File: src/vrp_pkg.sv
// Shared types, widths and constants for the vertex rotate and project pipeline.
`timescale 1ns / 1ps
`default_nettype none

package vrp_pkg;

   // Screen geometry
   localparam int SCREEN_WIDTH  = 100;
   localparam int SCREEN_HEIGHT = 42;
   localparam int HALF_W        = SCREEN_WIDTH / 2;
   localparam int HALF_H        = SCREEN_HEIGHT / 2;

   // Port field widths
   localparam int COORD_W    = 16;
   localparam int TRIG_W     = 16;
   localparam int FOCAL_W    = 15;
   localparam int SCR_W      = 12;
   localparam int DEPTH_W    = 16;
   localparam int CSR_IDX_W  = 3;
   localparam int CSR_DATA_W = 16;

   // Q2.14 rounding back to Q.8
   localparam int TRIG_FRAC  = 14;
   localparam int ROUND_HALF = 1 << (TRIG_FRAC - 1);

   // Rotation datapath widths (products, sums, rounded results)
   localparam int PA_W = 32;
   localparam int SA_W = 33;
   localparam int R1_W = 19;
   localparam int PB_W = 35;
   localparam int SB_W = 36;
   localparam int R2_W = 20;
   localparam int PC_W = 36;
   localparam int SC_W = 37;
   localparam int R3_W = 21;

   // Projection datapath widths
   localparam int DEN_S_W  = 21;                 // focal + z, signed
   localparam int DEN_W    = 19;                 // positive divisor
   localparam int MAG_W    = 20;                 // |rotated coordinate|
   localparam int PROD_W   = MAG_W + FOCAL_W;    // |c| * focal
   localparam int NUM_FRAC = 7;                  // 2*c*f / 256 = c*f / 128
   localparam int NUM_W    = PROD_W - NUM_FRAC;  // dividend
   localparam int QUO_W    = 13;                 // quotient bits, one per stage
   localparam int REM_W    = DEN_W;
   localparam int CALC_W   = 15;                 // final offset arithmetic

   localparam int FRONT_STAGES = 8;

   // Saturation limits
   localparam logic signed [SCR_W-1:0]   SCR_MAX   = {1'b0, {(SCR_W-1){1'b1}}};
   localparam logic signed [SCR_W-1:0]   SCR_MIN   = {1'b1, {(SCR_W-1){1'b0}}};
   localparam logic signed [DEPTH_W-1:0] DEPTH_MAX = {1'b0, {(DEPTH_W-1){1'b1}}};
   localparam logic signed [DEPTH_W-1:0] DEPTH_MIN = {1'b1, {(DEPTH_W-1){1'b0}}};

   // Screen center offsets
   localparam logic signed [CALC_W-1:0] HALF_X = CALC_W'(HALF_W);
   localparam logic signed [CALC_W-1:0] HALF_Y = CALC_W'(HALF_H);
   localparam logic signed [SCR_W-1:0]  HALF_X_SCR =
      (HALF_X > CALC_W'(SCR_MAX)) ? SCR_MAX : SCR_W'(HALF_X);
   localparam logic signed [SCR_W-1:0]  HALF_Y_SCR =
      (HALF_Y > CALC_W'(SCR_MAX)) ? SCR_MAX : SCR_W'(HALF_Y);

   // Register reset values
   localparam logic signed [TRIG_W-1:0] TRIG_ZERO   = '0;
   localparam logic signed [TRIG_W-1:0] TRIG_ONE    = TRIG_W'(1 << TRIG_FRAC);
   localparam logic [FOCAL_W-1:0]       FOCAL_RESET = FOCAL_W'(2560);

   // Register map
   typedef enum logic [CSR_IDX_W-1:0] {
      CSR_SIN_A,
      CSR_COS_A,
      CSR_SIN_B,
      CSR_COS_B,
      CSR_SIN_C,
      CSR_COS_C,
      CSR_FOCAL
   } csr_idx_type;

   typedef struct packed {
      logic signed [COORD_W-1:0] vertex_x;
      logic signed [COORD_W-1:0] vertex_y;
      logic signed [COORD_W-1:0] vertex_z;
   } req_payload_type;

   typedef struct packed {
      logic signed [SCR_W-1:0]   screen_x;
      logic signed [SCR_W-1:0]   screen_y;
      logic signed [DEPTH_W-1:0] depth;
      logic                      behind_viewer;
   } rsp_payload_type;

   // Divider operand: starting remainder and the dividend bits still to shift in
   typedef struct packed {
      logic [REM_W-1:0] rem;
      logic [QUO_W-1:0] num;
   } div_op_type;

   typedef struct packed {
      logic [QUO_W-1:0] quo;
      logic             rem_nz;
   } div_res_type;

   // Per-lane flags traveling alongside the divider
   typedef struct packed {
      logic neg;
      logic zero;
      logic ovf;
      logic lownz;
   } lane_flags_type;

   typedef struct packed {
      lane_flags_type            fx;
      lane_flags_type            fy;
      logic                      behind;
      logic signed [DEPTH_W-1:0] depth;
   } pipe_side_type;

endpackage

`default_nettype wire

File: src/vrp_div.sv
// Pipelined restoring divider: one quotient bit per register stage.
`timescale 1ns / 1ps
`default_nettype none

module vrp_div
   import vrp_pkg::*;
(
   input  logic             clock,
   input  logic             advance,
   input  logic [DEN_W-1:0] den,
   input  div_op_type       op,
   output div_res_type      res
);

   logic [DEN_W-1:0] den_ff [QUO_W];
   logic [REM_W-1:0] rem_ff [QUO_W];
   logic [QUO_W-1:0] num_ff [QUO_W];
   logic [QUO_W-1:0] quo_ff [QUO_W];

   logic [DEN_W-1:0] den_in [QUO_W];
   logic [REM_W-1:0] rem_in [QUO_W];
   logic [QUO_W-1:0] num_in [QUO_W];
   logic [QUO_W-1:0] quo_in [QUO_W];

   // stage sources: operand for the first step, previous stage after that
   logic [DEN_W-1:0] den_src [QUO_W];
   logic [REM_W-1:0] rem_src [QUO_W];
   logic [QUO_W-1:0] num_src [QUO_W];
   logic [QUO_W-1:0] quo_src [QUO_W];

   always_comb begin
      den_src[0] = den;
      rem_src[0] = op.rem;
      num_src[0] = op.num;
      quo_src[0] = '0;
      for (int k = 1; k < QUO_W; k++) begin
         den_src[k] = den_ff[k-1];
         rem_src[k] = rem_ff[k-1];
         num_src[k] = num_ff[k-1];
         quo_src[k] = quo_ff[k-1];
      end
   end

   // one shift, compare and subtract per stage
   always_comb begin
      logic [REM_W:0] trial;
      for (int k = 0; k < QUO_W; k++) begin
         trial     = {rem_src[k], num_src[k][QUO_W-1]};
         den_in[k] = den_src[k];
         num_in[k] = {num_src[k][QUO_W-2:0], 1'b0};
         if (trial >= {1'b0, den_src[k]}) begin
            rem_in[k] = REM_W'(trial - {1'b0, den_src[k]});
            quo_in[k] = {quo_src[k][QUO_W-2:0], 1'b1};
         end else begin
            rem_in[k] = REM_W'(trial);
            quo_in[k] = {quo_src[k][QUO_W-2:0], 1'b0};
         end
      end
   end

   always_ff @(posedge clock) begin
      if (advance) begin
         for (int k = 0; k < QUO_W; k++) begin
            den_ff[k] <= den_in[k];
            rem_ff[k] <= rem_in[k];
            num_ff[k] <= num_in[k];
            quo_ff[k] <= quo_in[k];
         end
      end
   end

   assign res.quo    = quo_ff[QUO_W-1];
   assign res.rem_nz = |rem_ff[QUO_W-1];

endmodule

`default_nettype wire

File: config.mk
export PLATFORM = sky130hd
export DESIGN_NAME = vrp_div
export DESIGN_NICKNAME = d
export VERILOG_FILES = /design/src/vrp_pkg.sv /design/src/vrp_div.sv
export SDC_FILE = /design/constraint.sdc
export NUM_CORES = 1
export LEC_CHECK = 0
export BUFFER_PORTS_ARGS = -buffer_cell sky130_fd_sc_hd__buf_2
export CORE_MARGIN = 2
export CORE_UTILIZATION = 25
export CTS_CLUSTER_DIAMETER = 200
export DETAILED_ROUTE_END_ITERATION = 16
export PLACE_DENSITY = 0.46
export SLEW_MARGIN = 20
export SYNTH_ARGS = -nofsm -noshare
export SYNTH_HDL_FRONTEND = slang
export SYNTH_SLANG_ARGS = --single-unit
File: constraint.sdc
create_clock -name clock -period 3.8 [get_ports clock]
set_clock_uncertainty 0.1 [all_clocks]
set_input_delay 1.14 -clock clock [delete_from_list [all_inputs] [get_ports clock]]
set_output_delay 1.14 -clock clock [all_outputs]
set_load 0.02 [all_outputs]
==> results.cfg, run 1 <==
[outcome]
outcome = finished clean

[logic_synthesis]
synth_top_area_share_pct = 56.3
yosys_warnings = 0
synth-async-reset-ratio_pct = 0
yosysSeqAreaShare_pct = 56.3
synth_edf_count = 644
yosysUniqueCellTypes = 73
synthesis.nets = 3158
synth-seq-cells = 644
ys.flop_type = edfxtp_1
ys_top_cells_by_area = edfxtp_1 (56%), ha_1 (9.0%), mux2_2 (3.8%)
syn_area_sq_um = 34400
syn_inst = 2845
synth_area_leader_cell = edfxtp_1
synth_area_per_cell_sq_um = 12.1

[final_layout]
finalNetCount = 3362
area_growth_pct = 17.3
drive_gt1_share_pct = 14.2
stdcell_area_sq_um = 40300
utilization_pct = 29.4
antenna_cells = 0
fillers = 13900

[die]
dieArea_sq_um = 140000
ioPinCount = 67
die_h_um = 375
rows = 136
start_util_pct = 25.1
core_area_sq_um = 137000
die_x_um = 375

[detailed_routing]
detail_route.wl_per_cell_um = 14.4
wirelength_um = 70600
drcViolationCount = 0
vias = 21300
drt_iter0_drc = 936
viasPerCell = 4.36
ant_nets = 0
first_pass_iters = 5

[clock_network]
numCtsBuffers = 79
cts_root_buf = clkbuf_16
cts-htree-levels = 3
cts.reportedPaths.clkPinSlew_ns = 0.06
cts_tree = yes
clock_sinks = 644
clk_latency_ns = 0.66
hold_buffers = 0
clockBufferDepth = 3

[power]
powerDensity_nw_per_um2 = 781
p_leak_uw = 0.0159
ir_drop_uv = 324

[placed_design]
place_hpwl_um = 52900
io_buffers = 66
placed_cell_area_sq_um = 37800
gp_congestion = 0.816

[run]
cap_violations = 0

[sta]
setup_viol = 0
fin_crit_ns = 3.59
relSlewSlack_pct = 44.0
tightestPinTransition_ns = 0.836
fmax_ghz = 0.279
drv_slew = 0
finalHoldViolCount = 0
timing.hold.ws_ns = 0.294
min_period_over_period_pct = 94.4
setup_tns_ns = 0

[setup_path]
r2r_cells = 13
rr_endpoint = rem_ff[0][73]
worstSetupEndpointType = flip-flop
worstPathRequired_ns = 4.09
r2r_setup_slack_ns = 0.21
cp_max_fo = 18
rr_startpoint = num_ff[0][35]
worstSetupStartpointType = flip-flop
cp.arrival_ns = 3.87
crit_type = flip-flop to flip-flop

[global_routing]
grt_usage_pct = 10.1
grt_overflow = 0
grt_pass1_vias = 22400
grt_max_degree = 112
antenna_found_initial = 0
grt_pass1_wl_um = 114000

[worst_hold_path]
worstHoldPathCells = 0
min_to = quo_ff[1][19]
hold_class = flip-flop to flip-flop
hold_start = quo_ff[1][5]
==> through the flow <==
step	cells	worst slack [ns]	total power, uW
final	4900	0.214	31500
after global routing	4900	-0.0190	33900
after CTS	4899	0.0149	31900
after detailed placement	4761	-0.276	24500
after global placement	4761	-0.240	24500
after floorplan	2845	-0.0769	20900
==> placed cells by master, fill, tap and decap left out, drive strengths merged, types with 10 or more instances in the layout <==
master  Yosys  layout
nor4       10      10
a21o       79      79
o21a       49      49
clkbuf     27      93
inv       304     307
nand2     166     166
o21bai     22      22
nand4      42      42
buf        31     181
mux2i      17      17
mux2      116     116
nor2b      39      39
o31ai      12      12
a211oi     13      13
nand3      29      29
edfxtp    644     644
clkinv      0      37
o31a       19      19
a21boi     11      11
nand2b     35      35
xor2       80      80
nor3       40      40
or3        10      10
nor2      154     154
a21oi     177     177
fa         13      13
or4        10      10
xnor2     108     108
o21ai     201     201
ha        247     247
a31oi      19      19
==> cell families (layout without fill, tap and decap cells) <==
group           Yosys count  count (layout)  share of synthesized area, %
buf+inv                 362             623                          4.18
simple gates            578             578                          8.12
compound gates          680             680                          12.6
mux                     133             133                          4.30
fa+ha+maj               260             260                          9.75
flops                   644             644                          56.3
xor+xnor                188             188                          4.79
==> synth_stat cells, types with 5 or more instances <==
cell type / number
buf_2: 9
nor4_1: 10
or3_1: 10
nor2b_1: 39
nand4_1: 42
nand3_1: 29
xnor2_1: 108
xor2_1: 80
mux2_2: 116
o21ai_0: 199
a211o_1: 8
fa_1: 13
o211ai_1: 9
or2_2: 8
nor2_1: 154
a211oi_1: 12
nand2b_1: 35
a21oi_1: 177
o21bai_1: 22
a2111oi_0: 5
inv_1: 304
a21o_1: 79
a31oi_1: 19
nand2_1: 166
a221oi_1: 5
buf_4: 18
and3_1: 8
edfxtp_1: 644
and4_1: 7
mux2i_1: 17
clkbuf_1: 27
o31a_1: 19
a31o_2: 5
ha_1: 247
a21boi_0: 10
a41oi_1: 7
and2_1: 9
o21a_1: 49
or4_1: 10
o31ai_1: 12
nor3_1: 39
==> sequential cells by signal, indices dropped and copies added (netlist names) <==
signal	flops
rem_ff	247
den_ff	228
quo_ff	91
num_ff	78
==> worst max path at each step <==
| stage | end | cells past startpoint | from |
|---|---|---|---|
| 4_1_cts | rem_ff[1][28] | 10 | rem_ff[1][8] |
| 6_report | rem_ff[0][73] | 13 | num_ff[0][35] |
| 3_5_place_dp | rem_ff[0][3] | 13 | op[12] |
| 3_3_place_gp | rem_ff[0][4] | 13 | op[12] |
| 5_1_grt | rem_ff[0][75] | 13 | num_ff[0][35] |
| 2_1_floorplan | rem_ff[0][14] | 10 | den[2] |
==> worst max-delay path, stage by stage (launching register included) <==
cell	delay, ns
edfxtp_1	0.35
inv_1	0.08
ha_1	0.19
fa_1	0.22
nor2b_1	0.07
o31a_1	0.31
o41ai_4	0.29
o21ai_2	0.16
a41o_1	0.31
o21ai_0	0.17
a21oi_1	0.13
a2111oi_4	0.39
buf_12	0.22
mux2_2	0.35
==> repair_timing <==
action                                  in CTS  in global routing
buffers inserted                             0                  0
pin swaps                                    1                  0
endpoints found under the setup margin       2                 33
gates cloned                                 0                  0
gates resized for setup                      2                  3
==> metal layers <==
layer / global-route usage, % / share of wire, %
met1: 10.4 / 39
met2: 19.0 / 52
met3: 1.91 / 3.0
met4: 5.34 / 5.1
met5: 0 / 0
==> power by group <==
part	internal (uW)	switching (uW)
clock	4050	3030
combinational	6230	6970
sequential	10400	851
total	20600	10800
==> area by class of cell <==
class	instances	area, sq um	share of cell area (%)
clock inverter	45	392	0.972
timing repair buffer	181	1430	3.55
sequential	644	19300	48.0
tap	1794	2240	5.57
inverter	304	1140	2.84
multi-input combinational	1839	13700	34.1
clock buffer	93	2030	5.03
Note: power is estimated with default switching activity, not from simulation.
==> run 2, diff against run 1 <==
--- a/config.mk
+++ b/config.mk
@@ -5,6 +5,7 @@
 export SDC_FILE = /design/constraint.sdc
 export NUM_CORES = 1
 export LEC_CHECK = 0
+export ABC_AREA = 1
 export BUFFER_PORTS_ARGS = -buffer_cell sky130_fd_sc_hd__buf_2
 export CORE_MARGIN = 2
 export CORE_UTILIZATION = 25
==> results.cfg, run 2 <==
[sta]
setup_tns_ns = 0
fmax_ghz = 0.318
fin_crit_ns = 3.15
relSlewSlack_pct = 61.3
rsz0062_at_grt = no
drv_slew = 0
min_period_over_period_pct = 82.8
setup_viol = 0
finalHoldViolCount = 0
tightestPinTransition_ns = 0.574
timing.hold.ws_ns = 0.283

[clock_network]
clockBufferDepth = 3
numCtsBuffers = 80
clock_sinks = 644
cts_resized = 0
clk_latency_ns = 0.68
postCtsSetupBuffers = 0
hold_buffers = 0
cts-htree-levels = 3
cts.reportedPaths.clkPinSlew_ns = 0.06
cts_root_buf = clkbuf_16
cts_tree = yes

[setup_path]
cp_max_fo = 1
worstSetupStartpointType = flip-flop
worstSetupEndpointType = primary output
cp.arrival_ns = 1.91
crit_type = flip-flop to primary output
worstPathRequired_ns = 2.56

[logic_synthesis]
yosysUniqueCellTypes = 29
synth-seq-cells = 644
synthTopCellsByCount = nand2_1 (1697), inv_1 (739), edfxtp_1 (644)
yosysSeqAreaShare_pct = 49.9
yosys_warnings = 0
ys_top_cells_by_area = edfxtp_1 (50%), nand2_1 (16%), ha_1 (8.0%)
synth_area_leader_cell = edfxtp_1
yosysMostFrequentCell = nand2_1
syn_area_sq_um = 38700
ys.flop_type = edfxtp_1
synth-async-reset-ratio_pct = 0
synth_top_area_share_pct = 49.9
synthesis.nets = 4914
synth_edf_count = 644
synth_area_per_cell_sq_um = 8.42
syn_inst = 4601

[detailed_routing]
ant_nets = 0
detail_route.wl_per_cell_um = 14.8
viasPerCell = 4.22
drcViolationCount = 0
drt_iter0_drc = 1717
vias = 28800
first_pass_iters = 5
wirelength_um = 101000

[global_routing]
grt_pass1_vias = 28600
antenna_found_initial = 2
grt_pass1_wl_um = 160000
grt_overflow = 0
grt_usage_pct = 12.9
grt_max_degree = 69

[final_layout]
stdcell_area_sq_um = 44200
drive_gt1_share_pct = 5.68
antenna_cells = 0
largest_reg_flops = 247
area_growth_pct = 14.1
top_regs = rem_ff (247), den_ff (228), quo_ff (91)
final_cell_mix = nand2_1 (1697), inv_1 (739), edfxtp_1 (644)
final_common_cell = nand2_1
regMostFlops = rem_ff
finalNetCount = 5043

[run]
cap_violations = 0

[placed_design]
place_hpwl_um = 79500
gp_congestion = 0.817
placed_cell_area_sq_um = 41500
io_buffers = 66

[power]
seqPwrFrac_pct = 33.5
power.switching_uw = 13800
power_uw = 33700
p_int_uw = 19900
p_clk_share_pct = 23.1
p_leak_uw = 0.0207
p_comb_share_pct = 43.4
powerDensity_nw_per_um2 = 762
switching_share_pct = 41.0
ir_drop_uv = 335

[die]
die_h_um = 398
rows = 144
dieArea_sq_um = 158000
die_x_um = 398
start_util_pct = 25.1
core_area_sq_um = 154000
ioPinCount = 67

[outcome]
outcome = finished clean

[worst_hold_path]
hold_class = flip-flop to flip-flop
[run 2: worst max-delay path, cell delays in order (launching register included)]
cell and delay [ns]:
edfxtp_1 0.37, nor4_1 0.31, nand3_1 0.20, nand3b_1 0.19, buf_2 0.17
[run 2: area by class of cell]
class	instances	area (sq um)
inverters	754	2840
flip-flops and latches	644	19300
clock buffers	94	2180
clock inverters	49	489
well taps	2044	2560
fillers	16400	110000
repair buffers	100	721
multi-input cells	3150	16100
[run 2: cells by family after synthesis]
group / count (synthesis) / synth area share (%)
buf+inv: 807 / 8.57
xor+xnor: 130 / 2.94
compound gates: 253 / 3.37
fa+ha+maj: 260 / 8.65
simple gates: 2507 / 26.5
flops: 644 / 49.9
[run 2: final timing paths]
kind | start | end | slack, ns | depth (start not counted)
worst min register to register | quo_ff[0][28] | quo_ff[0][42] | 0.28 | 0
worst max register to register | num_ff[1][47] | rem_ff[1][13] | 0.81 | 13
worst min-delay path | quo_ff[0][28] | quo_ff[0][42] | 0.28 | 0
worst max-delay path | rem_ff[1][84] | res[0] | 0.65 | 4
[run 2: power groups by stage]
stage               combinational (uW)  clock, uW  sequential, uW
detailed placement               14600          0           11500
global placement                 14600          0           11500
global route                     16900       8340           11500
CTS                              14700       8100           11300
finish                           14600       7780           11300
floorplan                        11200          0           10900
[run 2: per-layer routing]
metal	GRT usage (%)	routed length (um)	up-vias
li1	-	-	15000
met1	16.8	47100	13200
met2	22.0	48300	470
met3	2.19	4010	131
met4	3.15	2010	0
met5	0	0	-
[run 2: stage by stage]
step                      utilization [%]  worst slack, ns  cells
after floorplan                         -            0.751   4601
after global placement               27.0            0.287   6692
after detailed placement             27.0            0.264   6692
after CTS                            28.7            0.550   6835
after global routing                 28.7            0.448   6835
final                                28.7            0.654   6835
==> run 3, diff against run 2 <==
--- a/config.mk
+++ b/config.mk
@@ -11,7 +11,7 @@
 export CORE_UTILIZATION = 25
 export CTS_CLUSTER_DIAMETER = 200
 export DETAILED_ROUTE_END_ITERATION = 16
-export PLACE_DENSITY = 0.46
+export PLACE_DENSITY = 0.45
 export SLEW_MARGIN = 20
 export SYNTH_ARGS = -nofsm -noshare
 export SYNTH_HDL_FRONTEND = slang
==> constraint.sdc (replaced) <==
create_clock -name clock -period 2.9 [get_ports clock]
set_clock_uncertainty 0.1 [all_clocks]
set_input_delay 0.87 -clock clock [delete_from_list [all_inputs] [get_ports clock]]
set_output_delay 0.87 -clock clock [all_outputs]
set_load 0.02 [all_outputs]
==> results.cfg, run 3 (synthesized netlist as in run 2, its figures left out) <==
[outcome]
outcome = finished clean

[sta]
setup_tns_ns = 0
setup_viol = 0
fin_crit_ns = 2.83
min_period_over_period_pct = 97.7
finalHoldViolCount = 0
rsz0062_at_grt = yes
fmax_ghz = 0.353
relSlewSlack_pct = 63.8
drv_slew = 0
tightestPinTransition_ns = 0.543

[setup_path]
crit_type = flip-flop to primary output
cp.arrival_ns = 1.86
worstPathRequired_ns = 1.93
cp_max_fo = 1
cp_slowest_cell = edfxtp_1
worstSetupStartpointType = flip-flop
worstSetupEndpointType = primary output
critPathMaxStageDelay_ns = 0.41
crit_chain = nor4_4 -> nand3_2 -> nand3b_1 -> buf_2

[final_layout]
fin_cells = 6888
finalNetCount = 5099
utilization_pct = 29.0
regMostFlops = rem_ff
drive_gt1_share_pct = 6.57
final_cell_mix = nand2_1 (1697), inv_1 (739), edfxtp_1 (644)
area_growth_pct = 15.1
largest_reg_flops = 247
fillers = 16500
final_common_cell = nand2_1
top_regs = rem_ff (247), den_ff (228), quo_ff (91)

[detailed_routing]
vias = 29000
viasPerCell = 4.22
drcViolationCount = 0
wirelength_um = 104000
detail_route.wl_per_cell_um = 15.0
ant_nets = 0
first_pass_iters = 5
drt_iter0_drc = 1739

[placed_design]
io_buffers = 66
dp.cells = 6750
gp_congestion = 0.839
place_hpwl_um = 82400

[global_routing]
grt_max_degree = 91
grt_usage_pct = 13.1
grt_overflow = 0
antenna_found_initial = 1
grt_pass1_vias = 28700
grt_pass1_wl_um = 163000

[die]
rows = 144
die_x_um = 398
ioPinCount = 67
core_area_sq_um = 154000
start_util_pct = 25.1
die_h_um = 398
dieArea_sq_um = 158000

[power]
p_leak_uw = 0.0209
ir_drop_uv = 428
powerDensity_nw_per_um2 = 994

[clock_network]
clock_sinks = 644
hold_buffers = 0
cts_tree = yes
cts_root_buf = clkbuf_16
numCtsBuffers = 78
clk_latency_ns = 0.67
cts-htree-levels = 3
postCtsSetupBuffers = 0
clockBufferDepth = 3
cts.reportedPaths.clkPinSlew_ns = 0.06

[worst_hold_path]
hold_class = input port to flip-flop

[run]
cap_violations = 0
[run 3: cell types whose count changed in the layout (fill, tap and decap cells not counted), moves of 3 or more]
cell,previous run,this run
clkinv_2,10,6
clkinv_1,14,17
clkbuf_1,8,15
clkinvlp_4,8,4
buf_12,10,15
buf_4,24,77
clkbuf_16,86,82
clkinv_4,5,1
[run 3: path summary, 6_finish.rpt]
path	start	end	slack (ns)	cells past startpoint
worst max-delay path	rem_ff[1][86]	res[0]	0.07	4
worst min-delay path	op[8]	num_ff[0][8]	0.27	1
worst max register to register	num_ff[1][47]	rem_ff[1][13]	0.24	14
worst min register to register	quo_ff[1][20]	quo_ff[1][34]	0.31	0
[run 3: final cells by class]
| class | instances | area (sq um) | share of cell area [%] |
|---|---|---|---|
| multi-input combinational | 3150 | 16100 | 36.1 |
| timing repair buffer | 158 | 1220 | 2.73 |
| inverter | 754 | 2840 | 6.37 |
| tap | 2044 | 2560 | 5.73 |
| clock buffer | 97 | 2110 | 4.73 |
| sequential | 644 | 19300 | 43.4 |
| antenna | 1 | 2.50 | 0.00561 |
| clock inverter | 40 | 415 | 0.931 |
[run 3: power breakdown]
group | total [uW] | switching, uW | internal (uW)
logic | 19700 | 12800 | 6850
registers | 14900 | 1400 | 13500
clock network | 9780 | 3940 | 5840
[run 3: per-stage QoR]
step	power, uW	instance area [sq um]	hold WS (ns)	worst slack, ns
floorplan	28900	38700	0.300	0.121
global placement	34700	42000	0.301	-0.0748
detailed placement	34700	42000	0.305	-0.0980
CTS	44800	44600	0.206	-0.0272
global route	48200	44600	0.218	-0.0513
finish	44300	44600	0.270	0.0662
[run 3: worst max-delay path, delay by kind of cell, from the launching register on]
kind                   cells  cell delay [ns]
buffers and inverters      1             0.17
AND/OR/NAND/NOR            3             0.62
flip-flops                 1             0.41
[run 3: repair_timing]
action                                  in CTS  in global routing
gates resized for setup                      2                  4
pin swaps                                    2                  1
endpoints found under the setup margin       1                  2
[run 3: metal layers]
layer | part of all wire, % | global-route usage, % | vias up
met4 | 2.4 | 3.46 | 0
met3 | 3.4 | 2.04 | 139
met5 | 0 | 0 | -
met1 | 48 | 17.5 | 13300
li1 | - | - | 15200
met2 | 47 | 21.9 | 440
